### src/rtl/arm_pkg.sv
// Shared types and constants for the axis reduce-mean block.
package arm_pkg;
	localparam int SUM_W  = 32;
	localparam int CNT_W  = 16;
	localparam int ISZ_W  = 11;
	localparam int MEAN_W = 16;
	localparam int QUO_W  = 32;

	localparam logic [0:0] REG_INNER_SIZE   = 1'b0;
	localparam logic [0:0] REG_REDUCE_COUNT = 1'b1;

	// Divider request: signed dividend, unsigned divisor, position tag, block-end flag
	typedef struct packed {
		logic [SUM_W-1:0] dividend;
		logic [CNT_W-1:0] divisor;
		logic [9:0]       position;
		logic             block_end;
	} arm_div_req_t;
endpackage

### src/rtl/arm_divider.sv
// Sequential signed-by-unsigned divider, one quotient bit per cycle.
module arm_divider
	import arm_pkg::*;
(
	input  logic                clk,
	input  logic                arst_n,
	input  logic                start,
	input  arm_div_req_t        req,
	output logic                busy,
	output logic                done,
	output logic [MEAN_W-1:0]   mean,
	output logic [9:0]          position,
	output logic                block_end,
	input  logic                ack
);
	logic [SUM_W-1:0] quo_q;
	logic [CNT_W:0]   rem_q;
	logic [CNT_W-1:0] div_q;
	logic             neg_q;
	logic [5:0]       step_q;
	logic             run_q;
	logic             done_q;
	logic [9:0]       pos_q;
	logic             end_q;
	logic [CNT_W:0]   trial;
	logic [CNT_W:0]   shifted;
	logic [SUM_W-1:0] qs;
	logic signed [SUM_W-1:0] qv;

	assign busy = run_q | done_q;
	assign done = done_q;
	assign shifted = {rem_q[CNT_W-1:0], quo_q[SUM_W-1]};
	assign trial = shifted - {1'b0, div_q};

	// Restoring division step
	always_ff @(posedge clk or negedge arst_n) begin
		if (!arst_n) begin
			run_q  <= 1'b0;
			done_q <= 1'b0;
			step_q <= '0;
		end else begin
			if (start) begin
				run_q  <= 1'b1;
				step_q <= '0;
				neg_q  <= req.dividend[SUM_W-1];
				quo_q  <= req.dividend[SUM_W-1] ? (~req.dividend + 1'b1) : req.dividend;
				rem_q  <= '0;
				div_q  <= req.divisor;
				pos_q  <= req.position;
				end_q  <= req.block_end;
			end else if (run_q) begin
				if (!trial[CNT_W]) begin
					rem_q <= trial;
					quo_q <= {quo_q[SUM_W-2:0], 1'b1};
				end else begin
					rem_q <= shifted;
					quo_q <= {quo_q[SUM_W-2:0], 1'b0};
				end
				step_q <= step_q + 1'b1;
				if (step_q == 6'(SUM_W - 1)) begin
					run_q  <= 1'b0;
					done_q <= 1'b1;
				end
			end else if (done_q && ack) begin
				done_q <= 1'b0;
			end
		end
	end

	// Sign restore and saturation
	always_comb begin
		qs = neg_q ? (~quo_q + 1'b1) : quo_q;
		qv = signed'(qs);
		if (qv > 32'sd32767)       mean = 16'h7fff;
		else if (qv < -32'sd32768) mean = 16'h8000;
		else                       mean = qs[MEAN_W-1:0];
	end
	assign position  = pos_q;
	assign block_end = end_q;
endmodule

### config.mk
export PLATFORM = sky130hd
export DESIGN_NAME = arm_divider
export DESIGN_NICKNAME = d
export VERILOG_FILES = /design/src/rtl/arm_pkg.sv /design/src/rtl/arm_divider.sv
export SDC_FILE = /design/constraint.sdc
export NUM_CORES = 1
export LEC_CHECK = 0
export ABC_AREA = 1
export BUFFER_PORTS_ARGS = -buffer_cell sky130_fd_sc_hd__buf_2
export CELL_PAD_IN_SITES_DETAIL_PLACEMENT = 1
export CELL_PAD_IN_SITES_GLOBAL_PLACEMENT = 1
export CORE_MARGIN = 3
export CORE_UTILIZATION = 44
export CTS_BUF_LIST = sky130_fd_sc_hd__clkbuf_2 sky130_fd_sc_hd__clkbuf_4 sky130_fd_sc_hd__clkbuf_8
export DETAILED_ROUTE_END_ITERATION = 10
export GPL_TIMING_DRIVEN = 1
export PLACE_DENSITY_LB_ADDON = 0.1
export SYNTH_ARGS = -nofsm -noshare
export SYNTH_HDL_FRONTEND = slang
export SYNTH_SLANG_ARGS = --single-unit
export TNS_END_PERCENT = 5
### constraint.sdc
create_clock -name clk -period 3 [get_ports clk]
set_input_delay 0.3 -clock clk [delete_from_list [all_inputs] [get_ports clk]]
set_output_delay 0.3 -clock clk [all_outputs]
set_load 0.02 [all_outputs]
# Word level (Yosys, flattened, before mapping)
# Index checks and enable logic that the tools add are counted.
[op_classes]
n_eq_ne = 2
muxes = 17
n_reduce_logical = 6
n_bitwise = 4
order_cmp = 2
n_addsub = 4
[ops]
columns = ["cell", "count"]
rows = [
  ["two-way mux 32 bit", 4],
  ["adder 32 x 1 -> 32 bit, second input constant", 2],
  ["inverter 32 bit", 2],
  ["two-way mux 17 bit", 2],
  ["greater-than comparator 32 x 16 -> 1 bit, second input constant", 1],
  ["< comparator 32 x 16 -> 1 bit, second input constant", 1],
  ["two-way mux 16 bit", 2],
  ["subtractor 17 x 16 -> 17 bit", 1],
  ["two-way mux 6 bit", 2],
  ["two-way mux 1 bit", 7],
  ["adder 6 x 1 -> 6 bit, second input constant", 1],
  ["== test 6 x 5 -> 1 bit, second input constant", 1],
  ["AND reduction 2 bit", 2],
  ["nonzero test 2 bit", 2],
  ["AND reduction 3 bit", 1],
  ["inequality test 2 x 1 -> 1 bit, second input constant", 1],
  ["logical AND 1 bit", 1],
  ["inverter 1 bit", 1],
  ["OR 1 bit", 1],
]
[totals]
in_bits = 63
ff_bits = 85
output_inout_bits = 29
word_cells = 44

# Logic depth before layout (Yosys ltp)
[depth]
ltp_word = 6
ltp_mapped = 16
mapped_depth_nobuf = 15

# Least setup slack after synthesis
# Ideal clock, no wire load.
[synth_path]
kind = "reg2reg"
from = "register quo_q[31]"
to = "register rem_q[11], data pin"
path_buffers = 1
period_less_slack_ns = 2.519
required_ns = 2.746
slack_ns = 0.481
setup_ns = 0.254
path_stages_with_launch = 16
arrival_ns = 2.265
cell_sequence = "edfxtp_1 -> inv_1 -> ha_1 -> fa_1 -> nand3b_1 -> nand2_1 -> a21oi_1 -> o21ai_1 -> nand3_1 -> nand2_1 -> nand2_1 -> nand2_1 -> clkbuf_1 -> nand2_1 -> nand3_1 -> nand2_1"
[synth_via]
elab_chain_len = 3
[synth_rtl]
columns = ["element", "line_no", "rtl"]
rows = [
  ["start: declaration", "arm_divider.sv:16", "logic [SUM_W-1:0] quo_q;"],
  ["start signal: assignment", "arm_divider.sv:46", "quo_q <= req.dividend[SUM_W-1] ? (~req.dividend + 1'b1) : req.dividend;"],
  ["start signal: assignment", "arm_divider.sv:54", "quo_q <= {quo_q[SUM_W-2:0], 1'b1};"],
  ["start signal: assignment", "arm_divider.sv:57", "quo_q <= {quo_q[SUM_W-2:0], 1'b0};"],
  ["subtractor 17 x 16 -> 17 bit", "arm_divider.sv:33", "assign trial = shifted - {1'b0, div_q};"],
  ["two-way mux 17 bit", "arm_divider.sv:52", "if (!trial[CNT_W]) begin"],
  ["two-way mux 17 bit", "arm_divider.sv:51", "end else if (run_q) begin"],
  ["end signal: assignment", "arm_divider.sv:53", "rem_q <= trial;"],
  ["end signal: assignment", "arm_divider.sv:56", "rem_q <= shifted;"],
  ["end: declaration", "arm_divider.sv:17", "logic [CNT_W:0] rem_q;"],
]
# No other way between the ends.
# A chain may end at the register's enable or synchronous reset.

# Final worst setup path
[layout_path]
from = "register quo_q[15]"
to = "output port mean[3]"
[layout_via]
elab_chain_len = 6
elab_cells_between_ends = 7
classes_between = "add/sub: 1; order compare: 2; mux: 3; bitwise: 1"
[layout_rtl]
columns = ["element", "line_no", "rtl"]
rows = [
  ["inverter 32 bit", "arm_divider.sv:72", "qs = neg_q ? (~quo_q + 1'b1) : quo_q;"],
  ["adder 32 x 1 -> 32 bit", "arm_divider.sv:72", ""],
  ["two-way mux 32 bit *", "arm_divider.sv:72", ""],
  ["< comparator 32 x 16 -> 1 bit", "arm_divider.sv:75", "else if (qv < -32'sd32768) mean = 16'h8000;"],
  ["two-way mux 16 bit", "arm_divider.sv:75", ""],
  ["two-way mux 16 bit *", "arm_divider.sv:74", "if (qv > 32'sd32767) mean = 16'h7fff;"],
  ["end: declaration", "arm_divider.sv:11", "output logic [MEAN_W-1:0] mean,"],
]
# Mark *: on every way between the ends. The rest lies on a longest branch, timed or not.

==> results.cfg <==
[outcome]
outcome = finished with violations
violations = negative setup slack

[worst_setup_path]
crit_type = flip-flop to output port
cp-start-kind = flip-flop
crit_family = simple AND/OR/NAND/NOR gates
crit_path_top_delay_cell = edfxtp_1
cpMostUsedCell = nand2_1
cp_slowest_stage_delay_ns = 0.52
worstPathRequired_ns = 2.70
worst-path-buf-inv = 3
crit_chain = nor2_1 > nand2_1 > nor2_1 > nand3_2 > nand2_4 > buf_4 > nand2_1 > nand2_1 > nand3_1 > nor2_2 > nand3_2 > o21bai_4 > buf_12 > nand2_1 > nand2_1 > buf_2
worstPathArrival_ns = 2.92
cp-end-kind = output port
cp_max_fo = 15

[timing]
setup_viol = 15
tns_ns = -2.22
worst_pin_slew_ns = 1.05
finalClockSkew_ns = 0.0103
fmax_ghz = 0.310
finalCriticalPeriod_ns = 3.22
slew-limit-headroom_pct = 30.0
drv_slew = 0
grt_setup_unrepaired = yes
finalHoldViolations = 0
finalWorstSetupSlack_ns = -0.221
min_period_over_period_pct = 107

[die]
initial_core_util_pct = 45.8
coreArea_sq_um = 13500
io_pins = 92
die_y_microns = 125
fp.dieW_microns = 125
die_area_sq_um = 15500
rows = 42

[cts]
cts_buffers = 9
cts_tree = done
clk_pin_slew_worst_paths_ns = 0.09
htree_levels = 3
clock-sinks = 84
cts_max_path_buffers = 2
cts-root-buf = clkbuf_8
clk-insertion-delay-late_ns = 0.37

[synthesis]
synthTopCellsByArea = edfxtp_1, nand2_1, inv_1, nor2_1, xor2_1
synth_area_per_cell_sq_um = 7.57
yosys.area.top_type = edfxtp_1
synth_seq_area_share_pct = 40.1
synth.cell_area_sq_um = 6190
synth_ff_type = edfxtp_1
synth_cells = 817
ys_types = 45
synth_top_area_share_pct = 36.9
async_flop_share_pct = 9.52
ys_seq_elements = 84
synth_fp_nets = 900
synth.most_common_cell = nand2_1
ys_warn_count = 0
synth-edff-count = 76
synthTopCellsByCount = nand2_1, inv_1, nor2_1

[power_and_ir_drop]
irDropWorstVdd_mv = 0.274
leakagePower_uw = 0.00350
cellPowerDensity_nw_per_um2 = 490
power.total_uw = 3700

[detailed_routing]
routed-via-count = 6190
via_per_inst = 5.48
drtAntennaViolNets = 0
wl_microns = 20400
wl_per_cell_microns = 18.0
drt_first_pass_iters = 5
drc = 0
first_iter_violations = 487

[global_routing]
first_global_vias = 6127
gr-usage-all-layers_pct = 23.9
grt-ovfl-total = 0
grt_pass1_wl_microns = 30500
grt_antenna_before_repair = 0
grt_max_degree = 49

[layout]
multiInputGateArea_sq_um = 3420
nFillCells = 1722
layout-drive-gt1-share_pct = 22.6
stdcell_area_sq_um = 7550
layout.nets = 1031
final_util_pct = 55.9
syn2layout_area_growth_pct = 22.0
seq_area_sq_um = 2480
n_antenna_cell = 0

[placement]
port_buffers = 91
dpl_cell_area_sq_um = 6850
dp_hpwl_microns = 14300
gp_congestion = 0.873

[job]
drv_cap = 0

[hold_path]
hold_path.class = input port to flip-flop
[cells in the final DEF (no fill, tap or decap), types with 4 or more instances in the layout]
master	n
a21oi_1	22
buf_2	81
buf_4	55
clkbuf_8	9
dfrtp_1	8
edfxtp_1	76
ha_1	18
inv_1	84
inv_2	4
nand2_1	244
nand2_2	7
nand2_4	4
nand3_1	43
nand3b_1	4
nand4_1	11
nor2_1	72
nor2_2	19
nor2_4	10
nor3_1	13
o211ai_1	14
o21ai_0	53
o21ai_1	5
o31ai_1	4
xnor2_1	16
xor2_1	32
[power breakdown]
| group | internal, uW | switching [uW] |
|---|---|---|
| Sequential | 1410 | 106 |
| Combinational | 467 | 763 |
| Clock | 474 | 474 |
[stage by stage]
stage / hold slack [ns] / setup WS [ns] / instances
2_1_floorplan: 0.00441 / 0.481 / 817
5_1_grt: 0.0740 / -0.343 / 1129
6_report: 0.0969 / -0.221 / 1129
4_1_cts: 0.0791 / 0.00158 / 1112
3_5_place_dp: 0.198 / 0.150 / 1074
3_3_place_gp: 0.190 / 0.332 / 1074
[path summary, 6_finish.rpt]
check / slack [ns] / cells past startpoint / endpoint / start
min in group asynchronous: 0.33 / 2 / done / arst_n
max in group asynchronous: 2.45 / 2 / step_q[3] / arst_n
max: -0.22 / 16 / mean[3] / quo_q[15]
min: 0.1 / 1 / position[4] / req[5]
min reg2reg: 0.54 / 2 / done / done
max reg2reg: 0.21 / 15 / rem_q[4] / quo_q[31]
[logic make-up after synthesis]
kind of cell / count (synthesis) / share of synthesized area (%)
xor+xnor: 49 / 6.94
flops: 84 / 40.1
fa+ha+maj: 20 / 4.17
simple gates: 441 / 31.2
compound gates: 113 / 10.6
buf+inv: 110 / 7.00
[registers in the layout (all words and copies together), names as in the netlist]
name	cells
rem_q	16
done	1
quo_q	32
div_q	16
position	10
neg_q	1
run_q	1
step_q	6
block_end	1
[layout make-up]
type,count,area share [%]
multi-input combinational,624,45.3
timing repair buffer,140,11.5
clock inverter,7,1.29
tap,176,2.92
clock buffer,9,1.64
inverter,89,4.43
sequential,84,32.9
[repair_timing]
action                     4_1_cts  5_1_grt
resized for setup               25       26
setup buffers                   20       17
pin swaps                       10        7
cloned                           1        0
setup endpoints to repair       15       29
hold buffers                     1        0
hold endpoints to repair         8        0
[routing by layer]
layer	up-vias	share of wire, %	routed length [microns]	GRT usage [%]
li1	2961	-	-	-
met1	2999	45	9260	34.0
met2	189	47	9530	38.5
met3	41	5.5	1130	3.22
met4	0	2.1	432	6.00
met5	-	0	0	0
Note: power is estimated with default switching activity, not from simulation.
